==> src/sv/afw_fifo.sv <==
`default_nettype none

module afw_fifo #(
  parameter int DATA_W = 8,
  parameter int DEPTH  = 8
) (
  input  wire logic                         clk,
  input  wire logic                         rst_n,
  input  wire logic                         push,
  input  wire logic [DATA_W-1:0]            wdata,
  input  wire logic                         pop,
  output logic      [DATA_W-1:0]            rdata,
  output logic                              empty,
  output logic      [$clog2(DEPTH+1)-1:0]   cnt
);

  localparam int PW = $clog2(DEPTH);
  localparam int CW = $clog2(DEPTH + 1);

  logic [DATA_W-1:0] entry_r [DEPTH];
  logic [PW-1:0]     wr_ptr_r, wr_ptr_nxt;
  logic [PW-1:0]     rd_ptr_r, rd_ptr_nxt;
  logic [CW-1:0]     cnt_r, cnt_nxt;

  always_comb begin
    wr_ptr_nxt = wr_ptr_r;
    rd_ptr_nxt = rd_ptr_r;
    cnt_nxt    = cnt_r;
    if (push) begin
      wr_ptr_nxt = (wr_ptr_r == PW'(DEPTH - 1)) ? '0 : wr_ptr_r + PW'(1);
    end
    if (pop) begin
      rd_ptr_nxt = (rd_ptr_r == PW'(DEPTH - 1)) ? '0 : rd_ptr_r + PW'(1);
    end
    if (push && !pop) begin
      cnt_nxt = cnt_r + CW'(1);
    end else if (pop && !push) begin
      cnt_nxt = cnt_r - CW'(1);
    end
  end

  always_ff @(posedge clk) begin
    if (!rst_n) begin
      wr_ptr_r <= '0;
      rd_ptr_r <= '0;
      cnt_r    <= '0;
    end else begin
      wr_ptr_r <= wr_ptr_nxt;
      rd_ptr_r <= rd_ptr_nxt;
      cnt_r    <= cnt_nxt;
    end
  end

  always_ff @(posedge clk) begin
    if (push) begin
      entry_r[wr_ptr_r] <= wdata;
    end
  end

  assign rdata = entry_r[rd_ptr_r];
  assign empty = (cnt_r == '0);
  assign cnt   = cnt_r;

`ifndef SYNTH
  a_no_overflow: assert property (@(posedge clk) disable iff (!rst_n)
    push |-> (cnt_r < CW'(DEPTH)))
    else $error("queue push while full");

  a_no_underflow: assert property (@(posedge clk) disable iff (!rst_n)
    pop |-> !empty)
    else $error("queue pop while empty");

  a_cnt_tracks_ptrs: assert property (@(posedge clk) disable iff (!rst_n)
    (push && !pop) |=> (cnt_r == $past(cnt_r) + CW'(1)))
    else $error("queue count lost a push");
`endif

endmodule

`default_nettype wire

==> config.mk <==
export PLATFORM = sky130hd
export DESIGN_NAME = afw_fifo
export DESIGN_NICKNAME = d
export VERILOG_FILES = /design/src/sv/afw_fifo.sv
export SDC_FILE = /design/constraint.sdc
export NUM_CORES = 1
export LEC_CHECK = 0
export ABC_AREA = 0
export BUFFER_PORTS_ARGS = -buffer_cell sky130_fd_sc_hd__buf_4
export CAP_MARGIN = 20
export CORE_MARGIN = 2
export CORE_UTILIZATION = 40
export CTS_CLUSTER_SIZE = 14
export DETAILED_ROUTE_END_ITERATION = 10
export GPL_ROUTABILITY_DRIVEN = 0
export PLACE_DENSITY_LB_ADDON = 0.05
export SETUP_SLACK_MARGIN = 0.02
export SYNTH_ARGS = -nofsm -noshare
export SYNTH_HDL_FRONTEND = slang
export SYNTH_SLANG_ARGS = --single-unit
==> constraint.sdc <==
create_clock -name clk -period 1.8 [get_ports clk]
set_clock_uncertainty 0.2 [all_clocks]
set_input_delay 0.27 -clock clk [delete_from_list [all_inputs] [get_ports clk]]
set_output_delay 0.27 -clock clk [all_outputs]
set_load 0.02 [all_outputs]
==> flow_summary.toml <==
[run_status]
status = "complete, but fails checks"
violations = "negative setup slack"

[final_layout]
drive_above_1_share_pct = 38.0
fin_nets = 244
seqCellArea_um2 = 2190
multi_input_area_um2 = 861
design_area_um2 = 3870
layout_commonest_cell = "edfxtp_1"
final_cell_mix = "edfxtp_1, buf_4, mux4_2"
fin_cells = 331
n_antenna_cell = 0
post-route-util_pct = 50.7
fillers = 662
areaGrowthSynthToFinish_pct = 23.9

[cts]
clk_path_buf_depth = 2
numCtsBuffers = 9
cts.sinks = 77
cts.clk_slew.worst_paths_ns = 0.08
h-tree-depth = 3
cts_tree = "yes"
clk_latency_ns = 0.34
cts_root_buf = "clkbuf_8"

[timing]
period_minus_slack_ns = 2.27
setup_violations = 8
slew_headroom_pct = 80.9
grt_setup_unrepaired = "true"
worst_slack_ns = -0.469
slew_viol_final = 0
worstMarginPinSlew_ns = 0.284
fin_crit_sh_pct = 126
hold_slack_ns = 0.164
final.setup.tns_ns = -3.59
fmax_mhz = 441
finalHoldViolations = 0

[global_routing]
grt_max_degree = 17
grt_usage_pct = 15.1
antenna_found_initial = 0
grt_pass1_wl_um = 9220
first_global_vias = 1771
grt_overflow_total = 0

[detailed_routing]
drt_iter0_markers = 50
routed_wl_um = 5630
drt_first_pass_iters = 4
wl_per_cell_um = 17.0
via_per_inst = 4.93
drc = 0
vias = 1633
antenna_left = 0

[power_and_ir_drop]
p_leak_nw = 1.38
powerDensity_nw_per_um2 = 964
vdd_ir_drop_max_mv = 0.454

[synth]
mappedNetlistArea_um2 = 3130
seq_area_frac_synth_pct = 69.8
yosysTopAreaCell = "edfxtp_1"
synth_cells = 166
synth.distinct_cells = 28
avgSynthCellArea_um2 = 18.8
synth_top_cell_area_share_pct = 61.5
ys_warn_count = 0
synth_area_leaders = "edfxtp_1, mux4_1, dfxtp_1"
syn_nets = 186
synth_seq_cells = 77

[floorplan]
die_y_um = 92.4
rows = 32
die_area_um2 = 8540
core_area_um2 = 7650
die_w_um = 92.4
start_util_pct = 40.9
ios = 25

[critical_path]
max_stage_delay_ns = 0.52
crit_required_ns = 1.33
critical_path_class = "flop to output pin"
worstPathCellList = "buf_12, mux4_2, mux2_4, buf_6"
critPathMaxFanout = 8
end_kind = "output pin"
cp-start-kind = "flop"
cp_slowest_cell = "mux4_2"
crit_arrival_ns = 1.80

[placed_design]
dp.cells = 306
place_area_um2 = 3590
portBuffers = 24
dp_hpwl_um = 3800

[worst_hold_path]
hp-class = "input pin to flop"

[run]
maxCapViolCount = 0
[final timing paths]
kind / startpoint / to / slack (ns) / depth (start not counted)
worst min-delay path: push / wr_ptr_r[2] / 0.16 / 4
worst max-delay path: flop / rdata[4] / -0.47 / 4
worst max register to register: cnt[2] / cnt[3] / 0.19 / 5
worst min register to register: cnt[3] / cnt[3] / 0.32 / 2
[sequential cells by signal (all words and copies together), names as in the netlist, named ones only]
name and count:
entry_r 64, cnt 4, wr_ptr_r 3, rd_ptr_r 3
[cell usage after synthesis]
master and instances:
mux2i_1 4, nor3_1 3, nand2b_1 4, mux4_1 15
xnor2_1 2, o22ai_1 1, a31oi_1 1, nor2b_1 5
nand2_1 7, and2_1 4, buf_6 1, a21oi_1 3
nor2_1 8, a211oi_1 1, mux4_2 1, ha_1 7
inv_1 3, o21ai_0 2, buf_12 1, clkbuf_1 3
dfxtp_1 13, fa_1 1, edfxtp_1 64, buf_2 1
nor4_1 1, buf_1 1, mux2_2 8, nand3_1 1
[per-stage QoR]
step / setup slack, ns / total power [mW]
5_1_grt: -0.535 / 3.91
2_1_floorplan: -0.0304 / 2.36
3_5_place_dp: -0.187 / 2.57
6_report: -0.469 / 3.73
4_1_cts: -0.512 / 3.80
3_3_place_gp: -0.167 / 2.54
[what timing repair did]
action	in CTS	in global routing
setup endpoints to repair	9	9
resized for setup	16	0
setup buffers	0	0
hold buffers	9	0
hold endpoints to repair	66	0
pin swaps	0	1
[kinds of logic after synthesis]
| logic type | synth area share [%] |
|---|---|
| AO/OA/AOI/OAI | 1.44 |
| XOR/XNOR | 0.561 |
| adder cells (fa/ha/maj) | 3.44 |
| buffers and inverters | 2.00 |
| flip-flops | 69.8 |
| multiplexers | 17.5 |
| AND/OR/NAND/NOR | 5.24 |
[routing by layer]
metal | vias to the layer above | global-route usage, % | share of wire [%]
li1 | 768 | - | -
met1 | 813 | 18.8 | 43
met2 | 38 | 24.3 | 50
met3 | 14 | 3.25 | 4.0
met4 | 0 | 8.71 | 2.6
met5 | - | 0 | 0
[critical path, delay by kind of cell (launching register included)]
kind                   cells  cell delay, ns
multiplexers               2            0.80
flip-flops                 1            0.38
buffers and inverters      2            0.27
[area by class of cell]
class                           instances  area share (%)
Clock inverter                          7            1.45
Inverter                                3           0.291
Clock buffer                            9            3.20
Sequential cell                        77            56.4
Multi-Input combinational cell         79            22.2
Timing Repair Buffer                   54            13.1
Tap cell                              102            3.29
[power by group]
part | switching [mW] | internal (mW)
Sequential | 0.0448 | 1.98
Combinational | 0.237 | 0.293
Clock | 0.656 | 0.519
Total | 0.937 | 2.80
Power figures use the tool's default switching activity.
