<file path="src/sv/afw_pkg.sv">
`default_nettype none

package afw_pkg;

  localparam int AFW_MAX_WIDTH  = 512;
  localparam int AFW_MAX_HEIGHT = 512;
  localparam int AFW_FRAC_BITS  = 16;
  localparam int AFW_QDEPTH     = 8;

  localparam int FUNC_W     = 2;
  localparam int COORD_W    = 9;
  localparam int CHAN_W     = 8;
  localparam int PIX_W      = 3 * CHAN_W;
  localparam int DIM_W      = 10;
  localparam int COEF_W     = 24;
  localparam int OFS_W      = 10;
  localparam int CFG_IDX_W  = 3;
  localparam int CFG_DATA_W = 24;
  localparam int IN_DATA_W  = 48;
  localparam int OUT_DATA_W = 48;

  localparam logic [FUNC_W-1:0] FUNC_CLEAR   = 2'd0;
  localparam logic [FUNC_W-1:0] FUNC_SCATTER = 2'd1;
  localparam logic [FUNC_W-1:0] FUNC_READ    = 2'd2;

  localparam logic [CFG_IDX_W-1:0] REG_FRAME_WIDTH  = 3'd0;
  localparam logic [CFG_IDX_W-1:0] REG_FRAME_HEIGHT = 3'd1;
  localparam logic [CFG_IDX_W-1:0] REG_COEF_XX      = 3'd2;
  localparam logic [CFG_IDX_W-1:0] REG_COEF_XY      = 3'd3;
  localparam logic [CFG_IDX_W-1:0] REG_OFFSET_X     = 3'd4;
  localparam logic [CFG_IDX_W-1:0] REG_COEF_YX      = 3'd5;
  localparam logic [CFG_IDX_W-1:0] REG_COEF_YY      = 3'd6;
  localparam logic [CFG_IDX_W-1:0] REG_OFFSET_Y     = 3'd7;

  localparam logic [DIM_W-1:0]  DIM_RST  = 10'd512;
  localparam logic [COEF_W-1:0] COEF_ONE = 24'd65536;

  typedef struct packed {
    logic               wr_en;
    logic               rd_en;
    logic               in_frame;
    logic [COORD_W-1:0] dest_x;
    logic [COORD_W-1:0] dest_y;
  } afw_ctl_t;

endpackage

`default_nettype wire

</file>
<file path="src/sv/afw_front.sv">
`default_nettype none

module afw_front #(
  parameter int MAX_WIDTH  = 512,
  parameter int MAX_HEIGHT = 512,
  parameter int FRAC_BITS  = 16,
  parameter int ADDR_W     = 18
) (
  input  wire logic                                     clk,
  input  wire logic                                     rst_n,
  input  wire logic                                     cfg_wr_en,
  input  wire logic [afw_pkg::CFG_IDX_W-1:0]            cfg_index,
  input  wire logic [afw_pkg::CFG_DATA_W-1:0]           cfg_wdata,
  input  wire logic                                     in_tvalid,
  output logic                                          in_tready,
  input  wire logic [afw_pkg::FUNC_W-1:0]               in_tuser,
  input  wire logic [afw_pkg::IN_DATA_W-1:0]            in_tdata,
  input  wire logic [$clog2(afw_pkg::AFW_QDEPTH+1)-1:0] q_cnt,
  output logic                                          push,
  output afw_pkg::afw_ctl_t                             push_ctl,
  output logic      [ADDR_W-1:0]                        push_addr,
  output logic      [afw_pkg::PIX_W-1:0]                push_data
);

  import afw_pkg::*;

  localparam int XW      = $clog2(MAX_WIDTH);
  localparam int YW      = $clog2(MAX_HEIGHT);
  localparam int PROD_W  = COEF_W + COORD_W + 1;
  localparam int OFS_SHW = OFS_W + FRAC_BITS + 2;
  localparam int SUM_W   = ((PROD_W > OFS_SHW) ? PROD_W : OFS_SHW) + 2;
  localparam int QW      = SUM_W - FRAC_BITS;
  localparam int WD      = ($clog2(MAX_WIDTH + 1) > DIM_W) ? $clog2(MAX_WIDTH + 1) : DIM_W;
  localparam int HD      = ($clog2(MAX_HEIGHT + 1) > DIM_W) ? $clog2(MAX_HEIGHT + 1) : DIM_W;
  localparam int CNT_W   = $clog2(AFW_QDEPTH + 1);

  // configuration
  logic        [DIM_W-1:0]  fw_r, fh_r;
  logic signed [COEF_W-1:0] cxx_r, cxy_r, cyx_r, cyy_r;
  logic signed [OFS_W-1:0]  ox_r, oy_r;

  always_ff @(posedge clk) begin
    if (!rst_n) begin
      fw_r  <= DIM_RST;
      fh_r  <= DIM_RST;
      cxx_r <= COEF_ONE;
      cxy_r <= '0;
      ox_r  <= '0;
      cyx_r <= '0;
      cyy_r <= COEF_ONE;
      oy_r  <= '0;
    end else if (cfg_wr_en) begin
      case (cfg_index)
        REG_FRAME_WIDTH:  fw_r  <= cfg_wdata[DIM_W-1:0];
        REG_FRAME_HEIGHT: fh_r  <= cfg_wdata[DIM_W-1:0];
        REG_COEF_XX:      cxx_r <= cfg_wdata[COEF_W-1:0];
        REG_COEF_XY:      cxy_r <= cfg_wdata[COEF_W-1:0];
        REG_OFFSET_X:     ox_r  <= cfg_wdata[OFS_W-1:0];
        REG_COEF_YX:      cyx_r <= cfg_wdata[COEF_W-1:0];
        REG_COEF_YY:      cyy_r <= cfg_wdata[COEF_W-1:0];
        REG_OFFSET_Y:     oy_r  <= cfg_wdata[OFS_W-1:0];
        default: ;
      endcase
    end
  end

  // input decode and credit check
  logic               accept;
  logic [CNT_W:0]     occ;
  logic [COORD_W-1:0] px, py;
  logic [PIX_W-1:0]   rgb;

  assign px  = in_tdata[8:0];
  assign py  = in_tdata[17:9];
  assign rgb = {in_tdata[25:18], in_tdata[33:26], in_tdata[41:34]};

  logic s1_v_r, s2_v_r, s3_v_r;

  assign occ = {1'b0, q_cnt} + (CNT_W + 1)'(s1_v_r) + (CNT_W + 1)'(s2_v_r)
             + (CNT_W + 1)'(s3_v_r);
  assign in_tready = (occ < (CNT_W + 1)'(AFW_QDEPTH));
  assign accept    = in_tvalid && in_tready;

  // stage 1: products
  logic        [FUNC_W-1:0]  s1_func_r;
  logic        [COORD_W-1:0] s1_px_r, s1_py_r;
  logic        [PIX_W-1:0]   s1_rgb_r;
  logic signed [PROD_W-1:0]  s1_pxx_r, s1_pxy_r, s1_pyx_r, s1_pyy_r;

  always_ff @(posedge clk) begin
    if (accept) begin
      s1_func_r <= in_tuser;
      s1_px_r   <= px;
      s1_py_r   <= py;
      s1_rgb_r  <= rgb;
      s1_pxx_r  <= cxx_r * $signed({1'b0, px});
      s1_pxy_r  <= cxy_r * $signed({1'b0, py});
      s1_pyx_r  <= cyx_r * $signed({1'b0, px});
      s1_pyy_r  <= cyy_r * $signed({1'b0, py});
    end
  end

  // stage 2: sums, bounds test, classification
  logic signed [SUM_W-1:0] ax, ay;
  logic        [QW-1:0]    qx, qy;
  logic        [WD-1:0]    w_lim;
  logic        [HD-1:0]    h_lim;
  logic                    hit, in_store;
  afw_ctl_t                s2_ctl;
  logic        [XW-1:0]    s2_x;
  logic        [YW-1:0]    s2_y;
  logic        [PIX_W-1:0] s2_data;

  always_comb begin
    ax = SUM_W'(s1_pxx_r) + SUM_W'(s1_pxy_r) + (SUM_W'(ox_r) <<< FRAC_BITS);
    ay = SUM_W'(s1_pyx_r) + SUM_W'(s1_pyy_r) + (SUM_W'(oy_r) <<< FRAC_BITS);
    qx = ax[SUM_W-1:FRAC_BITS];
    qy = ay[SUM_W-1:FRAC_BITS];
    w_lim = (WD'(fw_r) > WD'(MAX_WIDTH)) ? WD'(MAX_WIDTH) : WD'(fw_r);
    h_lim = (HD'(fh_r) > HD'(MAX_HEIGHT)) ? HD'(MAX_HEIGHT) : HD'(fh_r);
    hit = !ax[SUM_W-1] && !ay[SUM_W-1] && (qx < QW'(w_lim)) && (qy < QW'(h_lim));
    in_store = (WD'(s1_px_r) < WD'(MAX_WIDTH)) && (HD'(s1_py_r) < HD'(MAX_HEIGHT));

    s2_ctl  = '0;
    s2_x    = XW'(s1_px_r);
    s2_y    = YW'(s1_py_r);
    s2_data = '0;
    case (s1_func_r)
      FUNC_CLEAR: begin
        s2_ctl.wr_en = in_store;
      end
      FUNC_SCATTER: begin
        s2_ctl.wr_en    = hit;
        s2_ctl.in_frame = hit;
        s2_ctl.dest_x   = hit ? qx[COORD_W-1:0] : '0;
        s2_ctl.dest_y   = hit ? qy[COORD_W-1:0] : '0;
        s2_x            = XW'(qx);
        s2_y            = YW'(qy);
        s2_data         = s1_rgb_r;
      end
      FUNC_READ: begin
        s2_ctl.rd_en = in_store;
      end
      default: ;
    endcase
  end

  afw_ctl_t            s2_ctl_r, s3_ctl_r;
  logic [XW-1:0]       s2_x_r;
  logic [YW-1:0]       s2_y_r;
  logic [PIX_W-1:0]    s2_data_r, s3_data_r;
  logic [ADDR_W-1:0]   s3_addr_r;

  always_ff @(posedge clk) begin
    if (!rst_n) begin
      s1_v_r <= 1'b0;
      s2_v_r <= 1'b0;
      s3_v_r <= 1'b0;
    end else begin
      s1_v_r <= accept;
      s2_v_r <= s1_v_r;
      s3_v_r <= s2_v_r;
    end
  end

  // stage 3: store address
  always_ff @(posedge clk) begin
    s2_ctl_r  <= s2_ctl;
    s2_x_r    <= s2_x;
    s2_y_r    <= s2_y;
    s2_data_r <= s2_data;
    s3_ctl_r  <= s2_ctl_r;
    s3_data_r <= s2_data_r;
    s3_addr_r <= ADDR_W'(s2_y_r) * ADDR_W'(MAX_WIDTH) + ADDR_W'(s2_x_r);
  end

  assign push      = s3_v_r;
  assign push_ctl  = s3_ctl_r;
  assign push_addr = s3_addr_r;
  assign push_data = s3_data_r;

endmodule

`default_nettype wire

</file>
<file path="config.mk">
export PLATFORM = sky130hd
export DESIGN_NAME = afw_front
export DESIGN_NICKNAME = d
export VERILOG_FILES = /design/src/sv/afw_pkg.sv /design/src/sv/afw_front.sv
export SDC_FILE = /design/constraint.sdc
export NUM_CORES = 2
export LEC_CHECK = 0
export BUFFER_PORTS_ARGS = -buffer_cell sky130_fd_sc_hd__buf_2
export CAP_MARGIN = 20
export CORE_MARGIN = 2
export CORE_UTILIZATION = 59
export DETAILED_ROUTE_END_ITERATION = 8
export PLACE_DENSITY = 0.79
export SLEW_MARGIN = 20
export SYNTH_ARGS = -nofsm -noshare
export SYNTH_HDL_FRONTEND = slang
export SYNTH_SLANG_ARGS = --single-unit
</file>
<file path="constraint.sdc">
create_clock -name clk -period 6.1 [get_ports clk]
set_input_delay 0.305 -clock clk [delete_from_list [all_inputs] [get_ports clk]]
set_output_delay 0.305 -clock clk [all_outputs]
set_load 0.05 [all_outputs]
</file>
==> results.py <==
metrics = {
    "run_status": {
        "status": "finished with violations",
        "violations": "negative setup slack",
    },
    "timing": {
        "fin_setup_tns_ns": -0.0117,
        "rsz0062_at_grt": "true",
        "period_share_pct": 100,
        "skew_ns": 0.0437,
        "worst_slack_ns": -0.0117,
        "slew_violations": 0,
        "slew_headroom_pct": 18.8,
        "tightestPinTransition_ns": 1.19,
        "fmax_mhz": 164,
        "hold-worst-slack_ns": 0.0743,
        "hold_viol": 0,
        "min_period_ns": 6.11,
        "finalSetupViolations": 1,
    },
    "floorplanning": {
        "die-area_mm2": 0.0849,
        "boundaryPins": 150,
        "die_h_um": 291,
        "start_util_pct": 59.4,
        "die_x_um": 291,
        "placementRows": 105,
        "core-area_mm2": 0.0820,
    },
    "setup_path": {
        "crit_path_end_kind": "register",
        "cp_cell_sequence": "nand2_4, fa_1, inv_1, fa_1, inv_1, fa_1, inv_1, fa_1, inv_1, fa_1, inv_1, ha_1, a211o_1, a211oi_2, a211oi_2, a2111oi_2, nor3_1, a221o_1, o41ai_4, o21ai_2, o41ai_2, xnor2_1",
        "regToRegStartpoint": "cxy_r[5]$_SDFFE_PN0P_",
        "crit_arrival_ns": 6.43,
        "critical_path.max_stage_delay_ns": 0.52,
        "worst-path-buf-inv": 5,
        "critPathTopFamily": "adder cells",
        "cp-start-kind": "register",
        "rr_worst_depth": 22,
        "crit_required_ns": 6.42,
        "critPathSlowestCell": "fa_1",
        "r2r_slack_ns": -0.01,
        "critical_path_class": "reg -> reg",
        "r2r-end": "s1_pxy_r[31]$_DFFE_PP_",
        "cp_max_fo": 3,
    },
    "place": {
        "port_buffers": 143,
        "dp.cells": 6492,
        "gp_congestion": 0.930,
        "dpl.hpwl_mm": 100,
        "place_area_mm2": 0.0528,
    },
    "cells_and_area": {
        "fin_area_mm2": 0.0553,
        "syn2layout_area_growth_pct": 13.6,
        "finalNetCount": 6757,
        "diodes": 0,
        "fill_cells": 6243,
        "fin_cells": 6628,
        "drive_gt1_share_pct": 13.5,
    },
    "pwr": {
        "p_switching_mw": 3.05,
        "internal_power_mw": 6.13,
        "powerDensity_mw_per_mm2": 166,
        "clkPwrFrac_pct": 34.9,
        "peakVddDrop_mv": 0.207,
        "combPwrFrac_pct": 28.6,
        "p_leak_nw": 28.1,
        "netSwitchingFraction_pct": 33.2,
        "power_frac_seq_pct": 36.5,
    },
    "route": {
        "vias": 37200,
        "post_drt_via_cell_ratio": 5.62,
        "postRouteWirelength_mm": 128,
        "dr.first_iter.drc_count": 2998,
        "wl_per_cell_um": 19.3,
        "drc": 0,
        "antenna_left": 0,
        "dr.pass1.iters": 5,
    },
    "synthesis": {
        "netlist.area_leader.share_pct": 30.8,
        "synth_area_leaders": "fa_1 31%, edfxtp_1 11%, dfxtp_1 11%, ha_1 10%, inv_1 6.5%",
        "synth.largest_area_cell": "fa_1",
        "ys_warn_count": 0,
        "synth_flop_cell": "dfxtp_1",
        "netlist_area_mm2": 0.0487,
        "ys_types": 77,
        "synth_seq_cells": 445,
        "ys_seq_area_share_pct": 22.0,
        "avgSynthCellArea_um2": 9.49,
        "synth_fp_nets": 6376,
        "synth_cells": 5135,
        "postSynth.asyncResetShare_pct": 0,
        "synth-edff-count": 180,
    },
    "clock_network": {
        "clockRootBuffer": "clkbuf_16",
        "cts_tree": "done",
        "clk_path_buf_depth": 3,
        "h-tree-depth": 2,
        "cts.reportedPaths.clkPinSlew_ns": 0.06,
        "numCtsBuffers": 51,
        "clk_latency_ns": 0.62,
        "cts_sinks": 445,
    },
    "flow_run": {
        "maxCapViolCount": 0,
    },
    "worst_hold_path": {
        "worstHoldStart": "q_cnt[3]",
        "min_path_type": "in -> reg",
        "hold_depth": 3,
        "min_to": "s1_v_r$_SDFF_PN0_",
    },
    "global_routing": {
        "antenna_found_initial": 6,
        "grt_pass1_vias": 38700,
        "overflow": 0,
        "grtUsageTotal_pct": 30.9,
        "grt_pass1_wl_mm": 206,
        "grt_start_max_net_pins": 135,
    },
}
## final cells by class
cell class / instances / area (um^2) / area share (%)
clock buffers: 69 / 1450 / 2.61
well taps: 1070 / 1340 / 2.42
repair buffers: 573 / 4100 / 7.41
clock inverters: 26 / 289 / 0.522
multi-input cells: 3593 / 34200 / 61.8
flip-flops and latches: 445 / 10800 / 19.4
inverters: 852 / 3200 / 5.78
## Yosys cell counts (all sizes together), types with 12 or more instances
cell and instances:
and3 24, nor2b 21, and2 508, inv 849, nand3 53, o21a 21, o211ai 12, xnor2 117
buf 40, a21oi 144, o21bai 21, nand2 779, o21ai 87, xor2 38, a31oi 14, dfxtp 265
nand4 20, nor3 54, a21boi 134, a21o 77, edfxtp 180, ha 407, clkbuf 205, nand2b 20
nor2 117, a211oi 24, fa 749
## metal layers
| layer | GRT usage (%) | share of wire (%) | vias to the layer above |
|---|---|---|---|
| li1 | - | - | 16900 |
| met2 | 51.1 | 47 | 1431 |
| met5 | 0 | 0.056 | - |
| met1 | 39.9 | 39 | 18500 |
| met4 | 15.4 | 5.8 | 14 |
| met3 | 4.44 | 7.2 | 348 |
## tightest hold or removal path, delay by kind of cell
kind | cells | cell delay, ns
buffers and inverters | 1 | 0.08
and+or+nand+nor | 1 | 0.17
AOI/OAI and AO/OA | 1 | 0.05
## layout by cell type (no fill, tap or decap), types with 16 or more instances in the layout
master | synthesis | final
a211oi_1 | 24 | 16
a21boi_0 | 134 | 134
a21o_1 | 77 | 77
a21oi_1 | 143 | 141
and2_1 | 508 | 507
and3_1 | 24 | 23
buf_2 | 1 | 142
buf_4 | 10 | 393
clkbuf_16 | 0 | 53
dfxtp_1 | 265 | 237
dfxtp_2 | 0 | 26
dlygate4sd3_1 | 0 | 27
edfxtp_1 | 180 | 180
fa_1 | 749 | 748
ha_1 | 407 | 406
inv_1 | 849 | 846
nand2_1 | 779 | 774
nand2b_1 | 20 | 19
nand3_1 | 53 | 52
nand4_1 | 20 | 20
nor2_1 | 117 | 114
nor2b_1 | 21 | 21
nor3_1 | 36 | 34
nor3_2 | 18 | 20
o21a_1 | 21 | 21
o21ai_0 | 80 | 78
o21bai_1 | 21 | 20
xnor2_1 | 117 | 115
xor2_1 | 38 | 38
## how the worst max path moves through the flow
stage                                      from                      to  cells after the start  slack (ns)
after floorplan                    in_tdata[12]  s1_pxy_r[31]$_DFFE_PP_                     25       -0.16
after global placement             in_tdata[12]  s1_pxy_r[31]$_DFFE_PP_                     24       -0.50
after detailed placement           in_tdata[12]  s1_pxy_r[31]$_DFFE_PP_                     24       -0.57
after CTS                 cxy_r[3]$_SDFFE_PN0P_  s1_pxy_r[31]$_DFFE_PP_                     21       0.005
after global routing      cxy_r[3]$_SDFFE_PN0P_  s1_pxy_r[31]$_DFFE_PP_                     21       -0.19
final                     cxy_r[5]$_SDFFE_PN0P_  s1_pxy_r[31]$_DFFE_PP_                     22       -0.01
## timing repair
item	4_1_cts	5_1_grt
endpoints found under the setup margin	34	49
resized for setup	22	71
pin swaps	11	38
setup buffers	3	12
hold endpoints to repair	27	0
hold buffers	27	0
## sequential cells by signal, summed over array words and instances, names as in the netlist, 24 cells and up
register   cells
s2_data_r     24
s1_pxy_r      34
cyx_r         24
cxx_r         24
push_data     24
s1_pyy_r      34
s1_rgb_r      24
cxy_r         24
cyy_r         24
s1_pxx_r      34
s1_pyx_r      34
## stage by stage
step,power (mW),worst slack (ns),utilization (%)
after floorplan,4.98,-0.161,-
after global placement,5.84,-0.499,64.5
after global routing,9.59,-0.186,67.5
final,9.19,-0.0117,67.5
after detailed placement,5.92,-0.566,64.5
after CTS,9.15,0.00460,67.0
## power groups by stage
stage	Clock, mW	Sequential, mW	Combinational (mW)
6_report	3.21	3.35	2.62
5_1_grt	3.36	3.36	2.87
4_1_cts	3.24	3.35	2.55
3_5_place_dp	0	3.41	2.51
3_3_place_gp	0	3.41	2.43
2_1_floorplan	0	3.44	1.54
## cells by family (layout without fill, tap and decap cells)
group           after synthesis  after routing  synth area share [%]
compound gates              629            629                  8.76
xor+xnor                    155            155                  2.79
fa+ha+maj                  1156           1156                  41.2
simple gates               1647           1647                  16.6
buf+inv                    1097           1520                  8.53
flops                       445            445                  22.0
mux                           6              6                 0.126
Power figures use the tool's default switching activity.
